<file path="src/rtl/ffca_pkg.sv">
// Shared types and constants for the first-fit coalescing allocator.
// No dependencies.
package ffca_pkg;

    localparam int FIELD_W = 13;
    localparam int HDR_BYTES = 8;
    localparam int CFG_AW = 3;

    localparam logic [7:0] MIN_SPLIT_RST = 8'd16;

    // request opcodes
    localparam logic OP_ALLOC = 1'b0;
    localparam logic OP_FREE = 1'b1;

    // register word index (paddr[2])
    localparam logic REG_MIN_SPLIT = 1'b0;

    typedef struct packed {
        logic               op;
        logic [FIELD_W-1:0] req_size;
        logic [FIELD_W-1:0] free_addr;
    } t_in_word;

    typedef struct packed {
        logic               granted;
        logic [FIELD_W-1:0] grant_addr;
    } t_out_word;

endpackage

</file>
<file path="src/rtl/ffca_cfg.sv">
// APB-style register file holding min_split.
// Depends on ffca_pkg.
module ffca_cfg (
    input  logic                       i_clk,
    input  logic                       i_rst_n,
    input  logic                       psel,
    input  logic                       penable,
    input  logic                       pwrite,
    input  logic [ffca_pkg::CFG_AW-1:0] paddr,
    input  logic [31:0]                pwdata,
    output logic [31:0]                prdata,
    output logic                       pready,
    output logic [7:0]                 o_min_split
);

    logic [7:0] r_min_split;
    logic       wr_hit;

    assign wr_hit = psel && penable && pwrite && (paddr[2] == ffca_pkg::REG_MIN_SPLIT);

    always_ff @(posedge i_clk) begin
        if (!i_rst_n) begin
            r_min_split <= ffca_pkg::MIN_SPLIT_RST;
        end else if (wr_hit) begin
            r_min_split <= pwdata[7:0];
        end
    end

    always_comb begin
        prdata = 32'd0;
        if (paddr[2] == ffca_pkg::REG_MIN_SPLIT) begin
            prdata = {24'd0, r_min_split};
        end
    end

    assign pready = 1'b1;
    assign o_min_split = r_min_split;

endmodule

</file>
<file path="config.mk">
export PLATFORM = sky130hd
export DESIGN_NAME = ffca_cfg
export DESIGN_NICKNAME = d
export VERILOG_FILES = /design/src/rtl/ffca_pkg.sv /design/src/rtl/ffca_cfg.sv
export SDC_FILE = /design/constraint.sdc
export NUM_CORES = 1
export LEC_CHECK = 0
export ABC_CLOCK_PERIOD_IN_PS = 1300
export BUFFER_PORTS_ARGS = -buffer_cell sky130_fd_sc_hd__buf_2
export CAP_MARGIN = 40
export CORE_MARGIN = 2
export CORE_UTILIZATION = 32
export DETAILED_ROUTE_END_ITERATION = 8
export GPL_TIMING_DRIVEN = 0
export PLACE_DENSITY = 0.91
export SYNTH_ARGS = -nofsm -noshare
export SYNTH_HDL_FRONTEND = slang
export SYNTH_SLANG_ARGS = --single-unit
</file>
<file path="constraint.sdc">
create_clock -name i_clk -period 1.3 [get_ports i_clk]
set_input_delay 0 -clock i_clk [delete_from_list [all_inputs] [get_ports i_clk]]
set_output_delay 0 -clock i_clk [all_outputs]
set_load 0.02 [all_outputs]
</file>
---- Yosys cells after proc, flatten, opt, wreduce, memory -nomap -nowiden ----
Index checks and enable logic that the tools add are counted.
W data, S select, Z words.
cells by class
  eq/ne operators ......................... 0
  div/mod/pow operators ................... 0
  multiplexer cells ....................... 1
  $add $sub $neg .......................... 0
  reduce and logical (&&, ||, !) cells .... 3
  $lt $le $gt $ge ......................... 0
  bitwise gates (word level) .............. 1
  multipliers ............................. 0
  shift-type cells ........................ 0
operators with widths
  operator             number
  $mux W8              1
  $logic_and A1 B1 Y1  3
  $not A1 Y1           1
word-level totals
  bits of input ports ..................... 40
  word-level logic and storage cells ...... 6
  memories kept ........................... 0
  output and inout port bits .............. 41
  flip-flop bits (word level) ............. 8
  ROM bits ................................ 0
  bits in latches ......................... 0
  memory bits (writable) .................. 0

---- Longest topological paths before layout ----
  word-level depth ........................ 3
  mapped depth ............................ 3
  gate-level depth less buffers ........... 2

---- Worst setup path before layout ----
No wires, ideal clock.
  kind .................................... register -> register
  from .................................... register o_min_split[0] (netlist name)
  to ...................................... register r_min_split[0], in the netlist o_min_split[0]
  path buffers ............................ 0
  library setup time ...................... 72 ps
  arrival time ............................ 598 ps
  stages on the path, launching flop included .. 3
  slack ................................... 631 ps
  clock period less this slack ............ 669 ps
  required time ........................... 1228 ps
  path through ............................ dfxtp_1 > nand2_1 > mux2i_1
RTL lines
  item                  RTL line        RTL
  to (signal assigned)  ffca_cfg.sv:23  r_min_split <= ffca_pkg::MIN_SPLIT_RST;
  to (signal assigned)  ffca_cfg.sv:25  r_min_split <= pwdata[7:0];
  to (decl)             ffca_cfg.sv:16  logic [7:0] r_min_split;

---- Worst setup path after layout ----
  from .................................... register r_min_split[5], in the netlist o_min_split[5]
  to ...................................... output prdata[5]
between the ends
  word-level cells in the longest chain between the ends .. 1
ends and longest elaborated chain
  item       RTL line        RTL
  $mux W8    ffca_cfg.sv:31  if (paddr[2] == ffca_pkg::REG_MIN_SPLIT) begin
  to (decl)  ffca_cfg.sv:11  output logic [31:0] prdata,
No other way between the ends.

==> impl_metrics.toml <==
[outcome]
status = "completed"

[die]
die_area_um2 = 2220
die_h_um = 47.1
initial_core_util_pct = 34.1
core_um2 = 1750
rows = 15
die_width_um = 47.1
io_pins = 81

[routing]
drt_first_pass_iters = 2
vias = 542
drt-total-wl_um = 1300
ant_nets = 0
drt-initial-drc-count = 3
vias_per_cell = 3.52
drc_errors = 0
wire_per_inst_um = 8.45

[cts]
ctsLongestPathBuffers = 2
cts-buffers-inserted = 3
post_cts_buffers = 0
clkSlewWorstSetupHoldPaths_ns = 0.05
hold_buffers = 4
cts.repair.resized = 0
insertion_delay_ns = 0.25
root_buffer = "clkbuf_4"
cts.sinks = 8
cts_tree = "yes"
cts_max_level = 1

[worst_setup_path]
path_delay_family = "flip-flops"
worst_setup_path_end_kind = "primary output"
worstPathCellList = "and2b_2 > buf_2"
cp_max_fo = 3
start_kind = "flip-flop"
startpoint = "o_min_split[5]"
crit_buf_inv = 1
critical-path-max-stage-delay_ns = 0.32
arrival_ns = 0.92
cp.required_ns = 1.30
crit_type = "flip-flop to primary output"
cp_slowest_cell = "dfxtp_1"
reg2reg_from = "o_min_split[5]"

[place]
place.port_buffers = 29
gp_congestion = 0.647
hpwlAfterDp_um = 1060

[sta]
report.final.setup_viol = 0
finalHoldViolations = 0
fmaxAchievable_mhz = 1090
slew_violations = 0
holdWs_ns = 0.0130
finClkSkew_ns = 0
period_share_pct = 70.8
post-route-min-period_ns = 0.920
rsz0062_at_grt = "false"
tns_ns = 0

[hold_path]
min-delay-start = "pwdata[5]"
hold_path.class = "input port to flip-flop"

[grt]
grt.total_usage_pct = 11.8
antenna_found_initial = 0
gr-total-overflow = 0
grt_pass1_vias = 448
grt_pass1_wl_um = 1770
met2_usage_pct = 24.9
gr-usage-met1_pct = 9.03
top_usage_layer = "met2"
grt_use_met3_pct = 4.62
grt_max_degree = 11

[finish]
drive_gt1_share_pct = 51.2
syn_to_final_growth_pct = 54.6
largest_reg_flops = 8
final_cell_mix = "buf_2, buf_4, conb_1"
diodes = 0
finalNetCount = 171
utilization_pct = 52.8
mostFrequentLayoutCell = "buf_2"

[synth]
ys_ff_latch = 8
yosysWarnings = 0
synth_top_area_cell = "buf_4"
synthDistinctLibCells = 10
avgSynthCellArea_um2 = 8.51
synth_top_area_share_pct = 31.5
netlist_area_um2 = 596
syn_inst = 70
seq_area_frac_synth_pct = 26.9
netlist_top_cells_area = "buf_4, dfxtp_1, mux2i_1, and2b_2, nand2_1"

[pwr]
ir_drop_v = 0.000338
clkPwrFrac_pct = 28.9
power.density_nw_per_um2 = 709
intPower_uw = 451
combPwrFrac_pct = 32.1
p_sw_uw = 202
seq_power_share_pct = 39.0
swShare_pct = 30.9
p_leak_uw = 0.000548

[job]
maxCapViolations = 0
power groups by stage:
| stage | sequential (µW) | clock [µW] | combinational [µW] |
|---|---|---|---|
| after detailed placement | 260 | 0 | 197 |
| after floorplan | 266 | 0 | 154 |
| after global routing | 255 | 207 | 226 |
| final | 254 | 189 | 210 |
| after CTS | 254 | 200 | 207 |
| after global placement | 259 | 0 | 195 |
metal layers:
metal	wire length [µm]	vias up
li1	-	287
met1	433	232
met2	778	23
met3	90	0
met4	0	0
met5	0	-
synth_stat cells, drive strengths merged:
cell,n
and2b,8
and4b,1
buf,26
clkbuf,1
conb,2
dfxtp,8
mux2i,8
nand2,14
nor2b,2
tightest hold or removal path: cells and delay by family:
kind          cells  cell delay (ns)
simple gates      1             0.04
mux               1             0.06
buf+inv           1             0.10
area by class of cell:
class                           instances  area, µm²
Clock buffer                            3       22.5
Fill cell                             178        825
Tap cell                               25       31.3
Multi-Input combinational cell         58        319
Timing Repair Buffer                   33        185
Buffer                                 27        203
Sequential cell                         8        160
kinds of logic (layout without fill, tap and decap cells):
group | Yosys count | in the layout | synth area share [%]
other cells | 2 | 25 | 1.26
buf+inv | 27 | 63 | 34.0
mux | 8 | 8 | 13.4
flops | 8 | 8 | 26.9
simple gates | 25 | 25 | 24.4
per-stage QoR:
step                setup WS (ns)  instance area, µm²  std cells  total power [µW]
floorplan                   0.631                 682         93               420
global placement            0.489                 858        147               454
detailed placement          0.440                 858        147               457
CTS                         0.384                 921        154               662
global route                0.357                 921        154               688
finish                      0.380                 921        154               653
final timing paths:
| kind | depth (start not counted) | to | slack [ns] |
|---|---|---|---|
| hold / removal | 3 | o_min_split[5] | 0.01 |
| hold reg to reg | 2 | o_min_split[2] | 0.46 |
| setup reg to reg | 2 | o_min_split[5] | 0.67 |
| setup / recovery | 2 | prdata[5] | 0.38 |
No activity file was read; power rests on OpenSTA's default activity.
