**config.mk**
```make
export PLATFORM = sky130hd
export DESIGN_NAME = ffca_walk
export DESIGN_NICKNAME = d
export VERILOG_FILES = /design/src/rtl/ffca_pkg.sv /design/src/rtl/ffca_walk.sv
export SDC_FILE = /design/constraint.sdc
export NUM_CORES = 1
export LEC_CHECK = 0
export ABC_AREA = 1
export BUFFER_PORTS_ARGS = -buffer_cell sky130_fd_sc_hd__buf_2
export CELL_PAD_IN_SITES_DETAIL_PLACEMENT = 0
export CELL_PAD_IN_SITES_GLOBAL_PLACEMENT = 2
export CORE_UTILIZATION = 37
export DETAILED_ROUTE_END_ITERATION = 7
export GPL_ROUTABILITY_DRIVEN = 0
export PLACE_DENSITY = 0.91
export SETUP_SLACK_MARGIN = 0.02
export SLEW_MARGIN = 5
export SYNTH_ARGS = -nofsm -noshare
export SYNTH_HDL_FRONTEND = slang
export SYNTH_SLANG_ARGS = --single-unit
```
**constraint.sdc**
```tcl
create_clock -name i_clk -period 10.15 [get_ports i_clk]
set_input_delay 2.03 -clock i_clk [delete_from_list [all_inputs] [get_ports i_clk]]
set_output_delay 2.03 -clock i_clk [all_outputs]
set_load 0.02 [all_outputs]
```
**src/rtl/ffca_pkg.sv**
```systemverilog
// Shared types and constants for the first-fit coalescing allocator.
// No dependencies.
package ffca_pkg;

    localparam int FIELD_W = 13;
    localparam int HDR_BYTES = 8;
    localparam int CFG_AW = 3;

    localparam logic [7:0] MIN_SPLIT_RST = 8'd16;

    // request opcodes
    localparam logic OP_ALLOC = 1'b0;
    localparam logic OP_FREE = 1'b1;

    // register word index (paddr[2])
    localparam logic REG_MIN_SPLIT = 1'b0;

    typedef struct packed {
        logic               op;
        logic [FIELD_W-1:0] req_size;
        logic [FIELD_W-1:0] free_addr;
    } t_in_word;

    typedef struct packed {
        logic               granted;
        logic [FIELD_W-1:0] grant_addr;
    } t_out_word;

endpackage

```
**src/rtl/ffca_walk.sv**
```systemverilog
// Chain walk sequencer: first-fit search with split, free and merge pass.
// Depends on ffca_pkg; drives the ports of ffca_hdr_mem.
module ffca_walk #(
    parameter int POOL_BYTES = 8192,
    localparam int AW = $clog2(POOL_BYTES)
) (
    input  logic                i_clk,
    input  logic                i_rst_n,
    input  logic                i_start,
    input  ffca_pkg::t_in_word  i_req,
    input  logic [7:0]          i_min_split,
    output logic                o_busy,
    output logic                o_res_valid,
    output ffca_pkg::t_out_word o_res,
    output logic                o_rd_en,
    output logic [AW-1:0]       o_rd_addr,
    input  logic [AW:0]         i_rd_data,
    output logic                o_wr_en,
    output logic [AW-1:0]       o_wr_addr,
    output logic [AW:0]         o_wr_data
);

    localparam int WW = ((AW > ffca_pkg::FIELD_W) ? AW : ffca_pkg::FIELD_W) + 2;
    localparam logic [WW-1:0] CHAIN_END = WW'(POOL_BYTES);
    localparam logic [WW-1:0] HDR = WW'(ffca_pkg::HDR_BYTES);
    localparam logic [AW-1:0] INIT_SIZE = AW'(POOL_BYTES - ffca_pkg::HDR_BYTES);

    localparam logic [2:0] ST_INIT    = 3'd0;
    localparam logic [2:0] ST_IDLE    = 3'd1;
    localparam logic [2:0] ST_A_CHK   = 3'd2;
    localparam logic [2:0] ST_A_SPLIT = 3'd3;
    localparam logic [2:0] ST_F_WR    = 3'd4;
    localparam logic [2:0] ST_M_START = 3'd5;
    localparam logic [2:0] ST_M_CUR   = 3'd6;
    localparam logic [2:0] ST_M_RUN   = 3'd7;

    logic [2:0]          r_state, n_state;
    logic [AW-1:0]       r_cur, n_cur;
    logic [AW-1:0]       r_nxt, n_nxt;
    logic [AW-1:0]       r_acc, n_acc;
    logic [AW-1:0]       r_sp, n_sp;
    logic [AW-1:0]       r_sp_size, n_sp_size;
    ffca_pkg::t_in_word  r_req, n_req;
    logic                r_res_valid, n_res_valid;
    ffca_pkg::t_out_word r_res, n_res;

    logic          h_used;
    logic [AW-1:0] h_size;
    logic [WW-1:0] cur_w, size_w, req_w, nxt_w, rest_w, rest_net_w, sp_w, grant_w;
    logic [WW-1:0] acc2_w, nxt2_w, after_w, fa_w, fa_off_w;
    logic          fit, split, fa_ok;

    assign h_used = i_rd_data[AW];
    assign h_size = i_rd_data[AW-1:0];

    always_comb begin
        cur_w      = WW'(r_cur);
        size_w     = WW'(h_size);
        req_w      = WW'(r_req.req_size);
        nxt_w      = cur_w + HDR + size_w;
        fit        = !h_used && (size_w >= req_w);
        rest_w     = size_w - req_w;
        rest_net_w = rest_w - HDR;
        sp_w       = cur_w + HDR + req_w;
        split      = (rest_w >= HDR + WW'(i_min_split)) && (sp_w < CHAIN_END);
        grant_w    = cur_w + HDR;
        acc2_w     = WW'(r_acc) + HDR + size_w;
        nxt2_w     = cur_w + HDR + acc2_w;
        after_w    = WW'(r_nxt) + HDR + size_w;
        fa_w       = WW'(i_req.free_addr);
        fa_off_w   = fa_w - HDR;
        fa_ok      = (fa_w >= HDR) && (fa_off_w < CHAIN_END);
    end

    always_comb begin
        n_state     = r_state;
        n_cur       = r_cur;
        n_nxt       = r_nxt;
        n_acc       = r_acc;
        n_sp        = r_sp;
        n_sp_size   = r_sp_size;
        n_req       = r_req;
        n_res_valid = 1'b0;
        n_res       = r_res;
        o_rd_en     = 1'b0;
        o_rd_addr   = r_cur;
        o_wr_en     = 1'b0;
        o_wr_addr   = r_cur;
        o_wr_data   = {1'b0, h_size};

        case (r_state)
            ST_INIT: begin
                // setup of the head chunk after reset
                o_wr_en   = 1'b1;
                o_wr_addr = '0;
                o_wr_data = {1'b0, INIT_SIZE};
                n_state   = ST_IDLE;
            end
            ST_IDLE: begin
                if (i_start) begin
                    n_req = i_req;
                    if (i_req.op == ffca_pkg::OP_ALLOC) begin
                        if (i_req.req_size == '0) begin
                            n_res_valid = 1'b1;
                            n_res       = '0;
                        end else begin
                            o_rd_en   = 1'b1;
                            o_rd_addr = '0;
                            n_cur     = '0;
                            n_state   = ST_A_CHK;
                        end
                    end else if (fa_ok) begin
                        o_rd_en   = 1'b1;
                        o_rd_addr = fa_off_w[AW-1:0];
                        n_cur     = fa_off_w[AW-1:0];
                        n_state   = ST_F_WR;
                    end else begin
                        n_state = ST_M_START;
                    end
                end
            end
            ST_A_CHK: begin
                if (fit) begin
                    o_wr_en = 1'b1;
                    if (split) begin
                        o_wr_data = {1'b1, req_w[AW-1:0]};
                        n_sp      = sp_w[AW-1:0];
                        n_sp_size = rest_net_w[AW-1:0];
                        n_state   = ST_A_SPLIT;
                    end else begin
                        o_wr_data   = {1'b1, h_size};
                        n_res_valid = 1'b1;
                        n_res       = '{granted: 1'b1, grant_addr: grant_w[12:0]};
                        n_state     = ST_IDLE;
                    end
                end else if (nxt_w < CHAIN_END) begin
                    o_rd_en   = 1'b1;
                    o_rd_addr = nxt_w[AW-1:0];
                    n_cur     = nxt_w[AW-1:0];
                end else begin
                    n_res_valid = 1'b1;
                    n_res       = '0;
                    n_state     = ST_IDLE;
                end
            end
            ST_A_SPLIT: begin
                o_wr_en     = 1'b1;
                o_wr_addr   = r_sp;
                o_wr_data   = {1'b0, r_sp_size};
                n_res_valid = 1'b1;
                n_res       = '{granted: 1'b1, grant_addr: grant_w[12:0]};
                n_state     = ST_IDLE;
            end
            ST_F_WR: begin
                // clear used mark, keep size
                o_wr_en   = 1'b1;
                o_wr_data = {1'b0, h_size};
                n_state   = ST_M_START;
            end
            ST_M_START: begin
                o_rd_en   = 1'b1;
                o_rd_addr = '0;
                n_cur     = '0;
                n_state   = ST_M_CUR;
            end
            ST_M_CUR: begin
                if (!h_used) begin
                    n_acc = h_size;
                end
                if (nxt_w < CHAIN_END) begin
                    o_rd_en   = 1'b1;
                    o_rd_addr = nxt_w[AW-1:0];
                    if (!h_used) begin
                        n_nxt   = nxt_w[AW-1:0];
                        n_state = ST_M_RUN;
                    end else begin
                        n_cur = nxt_w[AW-1:0];
                    end
                end else begin
                    n_res_valid = 1'b1;
                    n_res       = '{granted: 1'b1, grant_addr: '0};
                    n_state     = ST_IDLE;
                end
            end
            ST_M_RUN: begin
                // r_cur is free with size r_acc; header at r_nxt just read
                if (!h_used) begin
                    n_acc = acc2_w[AW-1:0];
                    if (nxt2_w < CHAIN_END) begin
                        o_rd_en   = 1'b1;
                        o_rd_addr = nxt2_w[AW-1:0];
                        n_nxt     = nxt2_w[AW-1:0];
                    end else begin
                        o_wr_en     = 1'b1;
                        o_wr_data   = {1'b0, acc2_w[AW-1:0]};
                        n_res_valid = 1'b1;
                        n_res       = '{granted: 1'b1, grant_addr: '0};
                        n_state     = ST_IDLE;
                    end
                end else begin
                    // close the run; skip past the used chunk already in hand
                    o_wr_en   = 1'b1;
                    o_wr_data = {1'b0, r_acc};
                    if (after_w < CHAIN_END) begin
                        o_rd_en   = 1'b1;
                        o_rd_addr = after_w[AW-1:0];
                        n_cur     = after_w[AW-1:0];
                        n_state   = ST_M_CUR;
                    end else begin
                        n_res_valid = 1'b1;
                        n_res       = '{granted: 1'b1, grant_addr: '0};
                        n_state     = ST_IDLE;
                    end
                end
            end
            default: begin
                n_state = ST_IDLE;
            end
        endcase
    end

    always_ff @(posedge i_clk) begin
        if (!i_rst_n) begin
            r_state     <= ST_INIT;
            r_res_valid <= 1'b0;
        end else begin
            r_state     <= n_state;
            r_res_valid <= n_res_valid;
        end
    end

    always_ff @(posedge i_clk) begin
        r_cur     <= n_cur;
        r_nxt     <= n_nxt;
        r_acc     <= n_acc;
        r_sp      <= n_sp;
        r_sp_size <= n_sp_size;
        r_req     <= n_req;
        r_res     <= n_res;
    end

    assign o_busy      = (r_state != ST_IDLE);
    assign o_res_valid = r_res_valid;
    assign o_res       = r_res;

endmodule

```
Yosys cells after proc, flatten, opt, wreduce, memory -nomap -nowiden. Cells that the tools add are included.

Memories kept: 0. Memory bits (writable): 0. Word-level logic and storage cells: 147. ROM bits: 0. Latch bits: 0. Output and inout port bits: 58. Flip-flop bits (word level): 96. Input bits: 52.

Multiply operators: 0. Reduce and logical (&&, ||, !) cells: 18. Shifts and indexed selects: 0. Divide/modulo/power cells: 0. Add/sub/neg operators: 12. Bitwise operators: 0. Mux-type cells: 75. Magnitude comparators: 8. Equal/unequal tests: 24.

Operator list (count): 13-bit two-way mux (20); 14-bit two-way mux (12); 13-bit one-hot mux with 5 select lines (2); 13-bit one-hot mux with 2 select lines (3); 15-bit by 14-bit < comparator with 1-bit output (second input constant) (5); 14-bit one-hot mux with 5 select lines (1); 14-bit one-hot mux with 4 select lines (1); 13-bit by 4-bit adder with 14-bit output (second input constant) (3); 14-bit by 13-bit adder with 15-bit output (2); 15-bit by 13-bit adder with 15-bit output (2); 3-bit two-way mux (10); 1-bit two-way mux (21); 3-bit one-hot mux with 7 select lines (1); 2-bit != test (second input constant) (10); 3-bit != test (second input constant) (6); 14-bit by 15-bit adder with 15-bit output (1); 15-bit by 9-bit >= comparator with 1-bit output (1); 13-bit by 13-bit subtractor with 14-bit output (1); 13-bit by 4-bit subtractor with 14-bit output (second input constant) (1); 13-bit >= comparator (1); 13-bit by 4-bit >= comparator with 1-bit output (second input constant) (1); 13-bit zero test (1); 13-bit by 5-bit subtractor with 13-bit output (second input constant) (1); 3-bit equality test (second input constant) (4); other kinds (19) (26).

Longest topological paths before layout.
Depth in word-level cells: 7. Depth in mapped cells: 31. Gate-level depth less buffers: 31.

Least setup slack after synthesis. OpenSTA, ideal clock, no wires.

Path kind: in2out. From: input i_rd_data[1]. To: output o_wr_data[9]. Path slack: 2.630 ns. Buffers on the path: 1. Data arrival time: 5.490 ns. Data required time: 8.120 ns. Stages on the path: 28. Cells stage by stage: ha_1 ha_1 fa_1 nand3_1 nand2_1 nand2_1 o211ai_1 a21o_1 nand2_1 nand2_1 a21oi_1 xnor2_1 ha_1 nand2_1 nor2_2 nand3_1 o21ai_1 nand2_1 nand2_4 nand2_4 buf_6 nand2_1 nand3_1 nand2_1 inv_1 nand2_1 nor2_1 nor2_1.

Word-level cells in the longest chain between the ends: 6. Elaborated cells between the ends (all ways): 13. Those cells by class: 3 x add/sub; 3 x order compare; 5 x mux; 2 x reduce/logical.

RTL lines: start: declaration (RTL line ffca_walk.sv:17) `input logic [AW:0] i_rd_data,`; 14-bit by 13-bit adder with 15-bit output / 13-bit by 13-bit subtractor with 14-bit output (equally long branches) (RTL line ffca_walk.sv:67, ffca_walk.sv:62); 14-bit by 15-bit adder with 15-bit output / 15-bit by 9-bit >= comparator with 1-bit output (equally long branches) (RTL line ffca_walk.sv:68, ffca_walk.sv:65); 15-bit by 14-bit < comparator with 1-bit output / 1-bit logical AND (equally long branches) (RTL line ffca_walk.sv:189, ffca_walk.sv:65); 13-bit two-way mux (on tied branches) (RTL line ffca_walk.sv:189, ffca_walk.sv:125); 14-bit two-way mux (on tied branches) (RTL line ffca_walk.sv:187, ffca_walk.sv:123); 14-bit one-hot mux with 4 select lines (*) (RTL line ffca_walk.sv:91) `case (r_state)`; end: declaration (RTL line ffca_walk.sv:20) `output logic [AW:0] o_wr_data`.

Every way passes the cells marked *; elsewhere a longest branch is shown, timed or not.

Final worst setup path.
From: input i_rd_data[1]. To: output o_wr_data[3].

The elaborated chain is that of the path after synthesis.

==> metrics.md <==
| Metric | Value |
|---|---|
| Post-synth top area share | a little under a quarter |
| Fin nets | 1998 |
| RR Startpoint | r_acc[1] |
| DR vias | 11800 |
| Worst setup EP type | primary output |
| CP max FO | 27 |
| DPL Wire Length | 34900 µm |
| Worst slew pin tran | 1.14 ns |
| CP most frequent cell | nand2_1 |
| Clock skew | between 0.015 and 0.02 ns |
| CTS tree | done |
| N_diodes | 0 |
| Skew-Pair Late Insertion Delay | about 0.38 ns |
| LEAKAGE | 6.52 nW |
| First-pass GRT wire length | 66100 µm |
| Synth area leaders | edfxtp_1, nand2_1, ha_1, inv_1, nor2_1 |
| # DRC | 0 |
| Post-CTS sizing | 0 |
| Fin Hold WS | 0.666 ns |
| Gate Count Post-Synth | roughly 1700 |
| Hold Fails Final Rpt | 0 |
| Via/cell ratio | 5.30 |
| CP max stage cell | xnor2_1 |
| Met2 Wirelength | 19300 µm |
| I/O pin cnt | 110 |
| Post-route minimum period | around 8.7 ns |
| Critical Path AT | 6.68 ns |
| First DRT Iteration DRCs | just over 1000 |
| Pins over their slew limit | 0 |
| Die width | 181 µm |
| CP Launch Point | i_rd_data[1] |
| FMAX | 115 MHz |
| Top sig layer | met4 |
| Max IR drop VDD | 200 µV |
| Routed wire length | 43700 µm |
| Pwr dens | 319 mW/mm² |
| Maximum buffer depth of the clock tree | 2 |
| Root buf cell | clkbuf_16 |
| Post-CTS Setup Inserts | 0 |
| Netlist Area Pre-Place | 0.0119 mm² |
| RSZ-0062 raised after global routing | false |
| Num CTS Buffers | 9 |
| Die height | 181 µm |
| Largest net degree at the start of global routing | 45 |
| I/O Buffers | 109 |
| Slew headroom | 23.6% |
| Final setup TNS | 0 ns |
| Sequential fraction of the synthesis area | 24.0% |
| Synthesized Nets | 1911 |
| Antenna Nets Post-Route | 0 |
| Crit path kind | input port to primary output |
| Unique cell type count in the Yosys netlist | 58 |
| GRT Util Overall | between 20% and 30% |
| Synth Area per Inst | 6.84 µm² |
| Pre-antenna DRT Iters | 6 |
| Max cap viols | 0 |
| Post-synth top area cell | edfxtp_1 |
| Worst setup SP type | input port |
| Gr ovfl total | 0 |
| Wirelength per Cell | 19.6 µm |
| Cts hold-fix bufs | 0 |
| Final worst-path cycle share | 85.8% |
| Final setup vio count | 0 |
| Min-delay worst type | register to register |
| Slowest cell delay on critical path | 0.49 ns |
| Yosys warnings | 0 |
| Clock Sinks | 96 |
| Htree depth | 3 |
| Hold Startpoint | r_state[2] |
| Initial antenna violation count | 0 |
| Met1 WL | 19700 µm |
| Routed wl met3 | 3760 µm |
| Synthesized flop and latch total | 96 |
| Layout cells sized above 1 | 14.2% |
| Rows | 65 |
| Status | finished clean |
| Core Area | 0.0316 mm² |
| Die footprint | 0.0328 mm² |
| Vias in the first global route | 11200 |
| Worst EP required | 8.12 ns |
| Starting Density | 37.6% |
| Area Overhead vs Synth | 9.84% |
| CTS clk-pin slew, worst paths | roughly 0.09 ns |
## layout by cell type (no fill, tap or decap), drive strengths merged, types with 7 or more instances in the layout
cell type and count:
a21oi 59, a221oi 10, buf 118, clkbuf 9
edfxtp 92, ha 117, inv 262, nand2 502
nand3 135, nand4 41, nor2 205, nor3 12
o211ai 14, o21ai 101, o21bai 9, o22ai 7
or2 13, xnor2 27, xor2 49
## flip-flops by register name, summed over array words and instances (netlist names)
| register | count |
|---|---|
| o_res | 14 |
| r_cur | 13 |
| r_sp_size | 13 |
| r_sp | 13 |
| r_acc | 13 |
| r_req | 13 |
| r_nxt | 13 |
| o_res_valid | 1 |
| r_state | 3 |
## cell type report
cell class                      instances  area, µm²
Fill cell                            3429      18500
Multi-Input combinational cell       1339       7780
Sequential cell                        96       2840
Inverter                              259        977
Timing Repair Buffer                  118        613
Tap cell                              402        503
Clock buffer                            9        225
Clock inverter                          7       91.3
## through the flow
stage	instance area (µm²)	utilization (%)	worst slack, ns	power, mW	instances
after floorplan	11900	-	2.63	2.81	1736
after global placement	12700	40.3	1.51	3.74	2214
after detailed placement	12700	40.3	1.53	3.73	2214
after CTS	13000	41.3	1.51	4.12	2230
after global routing	13000	41.3	1.08	4.47	2230
final	13000	41.3	1.44	4.16	2230
## worst paths after layout
kind / to / slack, ns / cells past startpoint
setup / recovery: o_wr_data[3] / 1.44 / 30
hold / removal: r_state[2] / 0.67 / 2
setup reg to reg: o_res[7] / 4.75 / 24
hold reg to reg: r_state[2] / 0.67 / 2
## cell families (layout without fill, tap and decap cells)
kind of cell / Yosys count / in the layout / share of synthesized area, %
AOI/OAI and AO/OA: 224 / 224 / 11.6
DFF: 96 / 96 / 24.0
buffers and inverters: 301 / 393 / 10.5
and+or+nand+nor: 915 / 915 / 34.7
muxes: 1 / 1 / 0.0843
adders and majority gates: 123 / 123 / 13.3
xor gates and xnor gates: 76 / 76 / 5.80
## metal layers
| layer | vias to the layer above | global-route usage (%) |
|---|---|---|
| met5 | - | 0 |
| met4 | 0 | 6.58 |
| met2 | 470 | 42.0 |
| met3 | 59 | 5.50 |
| li1 | 5861 | - |
| met1 | 5419 | 37.3 |
## cell usage after synthesis (all sizes together)
cell type  instances
o21ai            101
a221oi            10
or2               13
nor3              12
dfxtp              4
clkbuf            16
ha               117
a21oi             59
o22ai              7
nand3b             2
mux2i              1
edfxtp            92
nor3b              1
a31oi              5
a21boi             3
fa                 6
o21bai             9
buf               26
a21o               6
o2111ai            3
o211ai            14
a22oi              2
inv              257
o21a               4
nand3            135
o211a              1
clkinv             2
nand2            502
nand4             41
and2               1
xor2              49
nor4               3
nor2             205
xnor2             27
## power breakdown
group / switching [mW] / total (mW) / internal (mW)
Combinational: 2.15 / 3.05 / 0.906
Sequential: 0.118 / 0.730 / 0.612
Clock: 0.199 / 0.379 / 0.181
## critical path: cells and delay by family
| family | cells | cell delay [ns] |
|---|---|---|
| AO/OA/AOI/OAI | 1 | 0.15 |
| adder cells (fa/ha/maj) | 4 | 1.36 |
| buffers and inverters | 7 | 0.92 |
| XOR/XNOR | 1 | 0.49 |
| AND/OR/NAND/NOR | 17 | 1.69 |
No activity file was read; power rests on OpenSTA's default activity.
